--- src/rtl/assert_macros.svh ---
// assertion helpers shared by the rtl
`ifndef ASSERT_MACROS_SVH
`define ASSERT_MACROS_SVH

// property holds at every clock edge outside reset
`define ASSERT_CLK(lbl, clk, rstn, prop, msg) \
    lbl: assert property (@(posedge clk) disable iff (!rstn) (prop)) else $error(msg);

// consequent holds in the cycle after the antecedent
`define ASSERT_NEXT(lbl, clk, rstn, ante, cons, msg) \
    lbl: assert property (@(posedge clk) disable iff (!rstn) (ante) |=> (cons)) else $error(msg);

`endif

--- src/rtl/buddy_pkg.sv ---
`default_nettype none

package buddy_pkg;

    localparam int LVW = 5;
    localparam logic [LVW-1:0] LEVEL_NONE = 5'd31;

    typedef enum logic [4:0] {
        CMD_NONE,
        CMD_CLEAR,
        CMD_LOAD,
        CMD_LEV_INC,
        CMD_POP_READ,
        CMD_POP_REMOVE,
        CMD_SPLIT_PUSH,
        CMD_SPLIT_MARK,
        CMD_UNIT_READ,
        CMD_FREE_TAKE,
        CMD_BUDDY_READ,
        CMD_MERGE_REMOVE,
        CMD_MERGE_CLR,
        CMD_PUSH,
        CMD_RES_OK,
        CMD_RES_FAIL,
        CMD_RES_FREE
    } dp_cmd_t;

    typedef enum logic [3:0] {
        ST_CLEAR,
        ST_IDLE,
        ST_DECODE,
        ST_SEARCH,
        ST_POP_REMOVE,
        ST_SPLIT_PUSH,
        ST_SPLIT_MARK,
        ST_FREE_READ,
        ST_FREE_CHECK,
        ST_BUDDY_READ,
        ST_BUDDY_CHECK,
        ST_MERGE_CLR,
        ST_PUSH,
        ST_RES_OK,
        ST_RES_FAIL,
        ST_RES_FREE
    } ctrl_state_t;

    typedef struct packed {
        logic clear_done;
        logic mode;
        logic oversize;
        logic out_of_pool;
        logic lev_over;
        logic lev_empty;
        logic lev_gt_need;
        logic bad_free;
        logic rd_top;
        logic lev_next_top;
        logic buddy_free;
        logic out_free;
    } dp_status_t;

endpackage

`default_nettype wire

--- src/rtl/buddy_ctrl.sv ---
`default_nettype none
`include "assert_macros.svh"

module buddy_ctrl
    import buddy_pkg::*;
(
    input  wire logic       aclk,
    input  wire logic       aresetn,
    input  wire logic       s_tvalid,
    output logic            s_tready,
    input  wire dp_status_t status,
    output dp_cmd_t         cmd
);

    ctrl_state_t state_reg, state_next;

    always_ff @(posedge aclk) begin
        if (!aresetn) begin
            state_reg <= ST_CLEAR;
        end else begin
            state_reg <= state_next;
        end
    end

    always_comb begin
        state_next = state_reg;
        cmd        = CMD_NONE;
        s_tready   = 1'b0;
        case (state_reg)
            ST_CLEAR: begin
                if (status.clear_done) state_next = ST_IDLE;
                else cmd = CMD_CLEAR;
            end
            ST_IDLE: begin
                s_tready = 1'b1;
                if (s_tvalid) begin
                    cmd        = CMD_LOAD;
                    state_next = ST_DECODE;
                end
            end
            ST_DECODE: begin
                if (status.mode) begin
                    state_next = status.out_of_pool ? ST_RES_FREE : ST_FREE_READ;
                end else begin
                    state_next = status.oversize ? ST_RES_FAIL : ST_SEARCH;
                end
            end
            ST_SEARCH: begin
                if (status.lev_over) begin
                    state_next = ST_RES_FAIL;
                end else if (status.lev_empty) begin
                    cmd = CMD_LEV_INC;
                end else begin
                    cmd        = CMD_POP_READ;
                    state_next = ST_POP_REMOVE;
                end
            end
            ST_POP_REMOVE: begin
                cmd        = CMD_POP_REMOVE;
                state_next = status.lev_gt_need ? ST_SPLIT_PUSH : ST_RES_OK;
            end
            ST_SPLIT_PUSH: begin
                cmd        = CMD_SPLIT_PUSH;
                state_next = ST_SPLIT_MARK;
            end
            ST_SPLIT_MARK: begin
                cmd        = CMD_SPLIT_MARK;
                state_next = status.lev_gt_need ? ST_SPLIT_PUSH : ST_RES_OK;
            end
            ST_FREE_READ: begin
                cmd        = CMD_UNIT_READ;
                state_next = ST_FREE_CHECK;
            end
            ST_FREE_CHECK: begin
                if (status.bad_free) begin
                    state_next = ST_RES_FREE;
                end else begin
                    cmd        = CMD_FREE_TAKE;
                    state_next = status.rd_top ? ST_PUSH : ST_BUDDY_READ;
                end
            end
            ST_BUDDY_READ: begin
                cmd        = CMD_BUDDY_READ;
                state_next = ST_BUDDY_CHECK;
            end
            ST_BUDDY_CHECK: begin
                if (status.buddy_free) begin
                    cmd        = CMD_MERGE_REMOVE;
                    state_next = ST_MERGE_CLR;
                end else begin
                    state_next = ST_PUSH;
                end
            end
            ST_MERGE_CLR: begin
                cmd        = CMD_MERGE_CLR;
                state_next = status.lev_next_top ? ST_PUSH : ST_BUDDY_READ;
            end
            ST_PUSH: begin
                cmd        = CMD_PUSH;
                state_next = ST_RES_FREE;
            end
            ST_RES_OK: begin
                if (status.out_free) begin
                    cmd        = CMD_RES_OK;
                    state_next = ST_IDLE;
                end
            end
            ST_RES_FAIL: begin
                if (status.out_free) begin
                    cmd        = CMD_RES_FAIL;
                    state_next = ST_IDLE;
                end
            end
            ST_RES_FREE: begin
                if (status.out_free) begin
                    cmd        = CMD_RES_FREE;
                    state_next = ST_IDLE;
                end
            end
            default: begin
                state_next = ST_IDLE;
            end
        endcase
    end

    `ASSERT_CLK(a_ready_after_clear, aclk, aresetn, !s_tready || status.clear_done, "accepting before clear pass ends")
    `ASSERT_NEXT(a_accept_decodes, aclk, aresetn, s_tvalid && s_tready, state_reg == ST_DECODE, "accepted beat not decoded")

endmodule

`default_nettype wire

--- config.mk ---
export PLATFORM = sky130hd
export DESIGN_NAME = buddy_ctrl
export DESIGN_NICKNAME = d
export VERILOG_FILES = /design/src/rtl/buddy_pkg.sv /design/src/rtl/buddy_ctrl.sv
export VERILOG_INCLUDE_DIRS = /design/src /design/src/rtl
export SDC_FILE = /design/constraint.sdc
export NUM_CORES = 1
export LEC_CHECK = 0
export ABC_AREA = 0
export BUFFER_PORTS_ARGS = -buffer_cell sky130_fd_sc_hd__buf_2
export CORE_MARGIN = 4
export CORE_UTILIZATION = 45
export CTS_CLUSTER_DIAMETER = 120
export CTS_CLUSTER_SIZE = 28
export DETAILED_ROUTE_END_ITERATION = 10
export PLACE_DENSITY = 0.83
export SLEW_MARGIN = 20
export SYNTH_ARGS = -nofsm -noshare
export SYNTH_HDL_FRONTEND = slang
export SYNTH_SLANG_ARGS = --single-unit
--- constraint.sdc ---
create_clock -name aclk -period 1.3 [get_ports aclk]
set_input_delay 0.195 -clock aclk [delete_from_list [all_inputs] [get_ports aclk]]
set_output_delay 0.195 -clock aclk [all_outputs]
set_load 0.01 [all_outputs]
Yosys cells after proc, flatten, opt, wreduce, memory -nomap -nowiden. Cells that the tools add are included.

Register bits after elaboration: 4. Input port bits: 15.

Muxes and demuxes: 25. Eq/ne operators: 19. Reduce and logical (&&, ||, !) cells: 4.

Operators with widths (count): $pmux W5 S15 (1); $mux W4 (13); $pmux W4 S13 (1); $eq A4 B4 Y1 const B (8); $mux W3 (6); $eq A4 B3 Y1 const B (4); $eq A4 B2 Y1 const B (2); $mux W5 (1); $eq A4 B1 Y1 const B (1); $logic_not A4 Y1 (1); $ne A2 B2 Y1 const B (2); $reduce_and A4 Y1 (1); $ne A3 B3 Y1 const B (1); $reduce_or A3 Y1 (1); $mux W1 (2); $mux W2 (1); $ne A2 B1 Y1 const B (1); $reduce_or A2 Y1 (1).

Logic depth before layout (Yosys ltp).
Depth after elaboration: 4. Gate-level depth with buffers: 6. Gate-level depth less buffers: 4.

Least setup slack after synthesis. No wires, ideal clock.

Path kind: register to output. Start point: reg state_reg[2]. End point: out cmd[3]. Data required time: 1105 ps. Setup slack: -60 ps. Cell stages (with the launch flop): 6. Arrival time: 1165 ps. Buffers on the path: 2. Path through: dfxtp_1 buf_6 buf_2 o21ai_0 and3_1 a311o_1.

Word-level cells in the longest chain between the ends: 2.

RTL lines: start: declaration (RTL line buddy_ctrl.sv:15) `ctrl_state_t state_reg, state_next;`; start signal: assignment (RTL line buddy_ctrl.sv:21) `state_reg <= state_next;`; $eq A4 B4 Y1 (tied with other cells) (RTL line buddy_ctrl.sv:29) `case (state_reg)`; $pmux W5 S15 * (RTL line buddy_ctrl.sv:29); end: declaration (RTL line buddy_ctrl.sv:12) `output dp_cmd_t cmd`.

Mark *: on every way between the ends. The rest lies on a longest branch, timed or not.

Final worst setup path.
Start point: reg state_reg[0]. End point: out cmd[0].

The elaborated chain is that of the path after synthesis.

==> results.txt <==
The run finished, with violations left. The checks that failed: setup timing. The tools report the number of global-route vias before repair as 963. The clock passes through at most 2 buffers.

Clock tree root buffer cell: clkbuf_4. A synthesized cell averages 7.24 um^2. Traced cell by cell, the critical path runs through nor2b_1 -> nand4_1 -> nor2b_1 -> o21ai_1 -> buf_2. Of the synthesized area, sequential elements account for 11.4%. By instance count, the cell type seen most on the critical path is nor2b_1. The post-layout instance area is 1220 um^2, and the post-route antenna net violation count is 0.

The die width was 47.5 um; the setup violation total in the final timing report was 10. Combinational logic is responsible for 80.0% of the overall power. The minimum setup slack in the final design is -0.366 ns.

The synthesized design contains 0 enable-type register cells. The worst register-to-register path begins at state_reg[0]. The logs give 1380 um^2 for the area of the placeable core and 13.0% for the fraction of power consumed by sequential logic. Cells with a size suffix above 1 make up 60.8% of the layout. The largest clock skew in the final design came out at 0.00622 ns.

The logs give 0 for the number of hold violations in the final report and 1092 for the number of vias in the routed layout. The dominant register cell in the synthesized netlist is dfxtp_1. The floorplan step set the die height to 47.5 um. The clock-pin transition on the worst setup and hold timing paths is 0.04 ns, and the clock buffer count from CTS is 3. The first global-routing pass estimated 4.31 mm of wire. At the end of routability-driven placement, the weighted congestion stood at 0.987.

STA classifies the critical path startpoint as a register. The initialized floorplan defines 13 standard-cell rows. The overall fraction of global-route tracks in use was 27.2%. The post-route total power came out at 2.49 mW. The start point of the worst min-delay path was aresetn.

The combined buffer and inverter count along the critical path works out to 1. The proportion of synthesized flip-flops having asynchronous set or reset was 0%; the number of synthesized register bits was 4. The number of hold buffers added after CTS was 0. The length in cells of the worst reg-to-reg path came out at 6.

21 I/O pins were placed. After detailed routing, the number of remaining DRC violations is 0. For the worst setup path, the data required time is 1.11 ns. Dividing total power by cell area gives a power density of 2040 nW/um^2.

The tools report the sink count of the clock tree as 4. The worst-case IR drop observed on VDD is 1210 uV. The HPWL after detailed placement is 1.81 mm. The number of cells after detailed placement came out at 147. In this run the critical register-to-register path is captured at state_reg[0].

During synthesis, Yosys emitted a total of 0 warnings. The count of maximum capacitance violations was 0. Internal power: 1.31 mW. Input and output buffers added on the ports amount to 20.

The maximum achievable frequency is 0.600 GHz, and the initial cell density of the core is 50.8%. The net count after synthesis is 112, and the number of cells on the worst hold path is 3. In this run the tightest slew margin relative to its limit is 77.9%. The worst setup path is captured at a primary output. The post-place instance area is 936 um^2. TritonCTS built the clock tree.

Initial antenna violation count: 0. The number of pins with negative max-slew slack in the final report was 0; the final critical-path required period was 1.67 ns. For hold timing, the worst endpoint is state_reg[1]. For this design the static power due to leakage is 0.543 nW. The detail-routed via count per cell is 6.70. The signed area change from the synthesized netlist to the final layout was 74.0%. Registers take 95.1 um^2.

Setup repair after global routing could not meet its margin everywhere. Entering global routing, the biggest net connects 14 pins. The final global-route overflow total was 0; the routed length per placed instance was 21.1 um. Family with the most delay on the worst path: simple AND/OR/NAND/NOR gates.

The setup check on the worst reg-to-reg path leaves a slack of -0.27 ns. Total number of H-tree levels: 1. Type of the worst min-delay path: in -> reg. Setup total negative slack on the finished layout was measured at -2.36 ns.

After detailed routing, the total wire length is 3.44 mm. The die covers 2260 um^2. The run gives 702 um^2 as the netlist area before placement. The largest stage delay on the critical path is 0.39 ns, and the violation count after the first detailed-route iteration is 57.

The switching portion of total power was 47.3%. Count of fill cells added during filler insertion: 71. For the net switching power figure, the log shows 1.18 mW. Of the available clock period, the critical path in the final layout requires 128%. Prior to clock tree synthesis, the placed netlist has a worst setup slack of -0.295 ns. Number of unique standard cell types used by synthesis: 46. Clock latency on the worst-skew pair, taken at its later pin, is 0.26 ns.

The non-filler instance count after layout is 163, and the iteration count of the initial detailed-routing pass is 4. The arrival time at the worst endpoint is 1.47 ns, and the worst-path maximum fanout is 6. The path type of the worst setup path is reg -> out. Instance count of the mapped netlist: 97. At the end of the flow, the number of nets in the layout was 165.

The clock network burns 6.9% of the power. 0 antenna diodes ended up in the layout. The flip-flop count of the largest register, all copies and words added is 4, and the measured slew at the worst slew-check pin is 0.331 ns. The multi-input combinational cells in the finished layout cover a total of 636 um^2. The cell with the biggest individual delay on the critical path was dfxtp_4.
==> power groups by stage <==
stage,Sequential (mW),Combinational (mW),Clock (mW)
floorplan,0.205,0.976,0
finish,0.325,2.00,0.173
detailed placement,0.284,1.33,0
CTS,0.309,1.64,0.161
global placement,0.279,1.30,0
global route,0.331,2.11,0.179
==> per-layer routing <==
layer / GRT usage (%) / wire length (um) / vias up
met5: 0 / 0 / -
met4: 12.2 / 181 / 0
met3: 4.51 / 307 / 24
met2: 45.5 / 1600 / 95
met1: 33.9 / 1350 / 502
li1: - / - / 471
==> logic make-up (layout without fill, tap and decap cells) <==
group | count (synthesis) | count (layout) | synth area share, %
AOI/OAI and AO/OA | 36 | 36 | 41.5
muxes | 2 | 2 | 2.85
buffers and inverters | 15 | 66 | 12.5
DFF | 4 | 4 | 11.4
and+or+nand+nor | 39 | 39 | 30.5
xor gates and xnor gates | 1 | 1 | 1.25
==> how the worst max path moves through the flow <==
stage / from / endpoint / slack [ns] / cells after the start
after floorplan: state_reg[2] / cmd[3] / -0.004 / 5
after global placement: state_reg[3] / state_reg[2] / -0.25 / 5
after detailed placement: state_reg[3] / cmd[0] / -0.30 / 6
after CTS: state_reg[2] / cmd[0] / -0.30 / 6
after global routing: state_reg[1] / cmd[1] / -0.41 / 6
final: state_reg[0] / cmd[0] / -0.37 / 5
==> worst reg2reg max path: cells and delay by family, from the launching register on <==
family	cells	cell delay (ns)
buffers and inverters	2	0.34
AOI/OAI and AO/OA	2	0.32
DFF	1	0.39
and+or+nand+nor	2	0.43
==> synthesized netlist by cell type (2+ instances only) <==
cell | n | area (um^2)
nor2_1 | 9 | 33.8
a21oi_1 | 8 | 40.0
nand2_1 | 8 | 30.0
o21ai_0 | 6 | 30.0
buf_2 | 4 | 20.0
dfxtp_1 | 4 | 80.1
inv_1 | 4 | 15.0
nor2b_1 | 4 | 25.0
and3_1 | 3 | 18.8
buf_6 | 3 | 33.8
o211ai_1 | 3 | 22.5
a221oi_1 | 2 | 17.5
and2_1 | 2 | 12.5
mux2i_1 | 2 | 20.0
nand2b_1 | 2 | 12.5
nand3_1 | 2 | 10.0
nor3_1 | 2 | 10.0
==> cell type report <==
type,count,share of cell area [%]
Multi-Input combinational cell,78,52.0
Timing Repair Buffer,57,34.9
Sequential cell,4,7.79
Clock buffer,3,1.84
Inverter,6,1.84
Tap cell,15,1.54
==> cell usage in the layout, fill, tap and decap left out, types with 2 or more instances in the layout <==
master and n:
o211ai_1 3, nor2b_1 3, mux2i_1 2, buf_4 27
a21oi_1 7, o21ai_0 2, nand2_1 8, nor2_2 5
and3_1 2, o21ai_1 5, inv_1 4, a221oi_2 2
nand3_1 2, a2111oi_4 2, buf_6 7, dfxtp_4 4
buf_2 21, nor2_1 4, clkbuf_4 3
==> per-stage QoR <==
stage	utilization (%)	hold slack, ns
2_1_floorplan	-	0.354
3_3_place_gp	67.7	0.486
3_5_place_dp	67.7	0.498
4_1_cts	80.3	0.247
5_1_grt	88.3	0.274
6_report	88.3	0.242
==> repair_timing <==
action / CTS / global route
buffers inserted: 6 / 7
hold endpoints to repair: 0 / 0
pin swaps: 4 / 4
gates resized for setup: 26 / 12
cloned: 0 / 1
setup endpoints to repair: 10 / 10
Note: power is estimated with default switching activity, not from simulation.
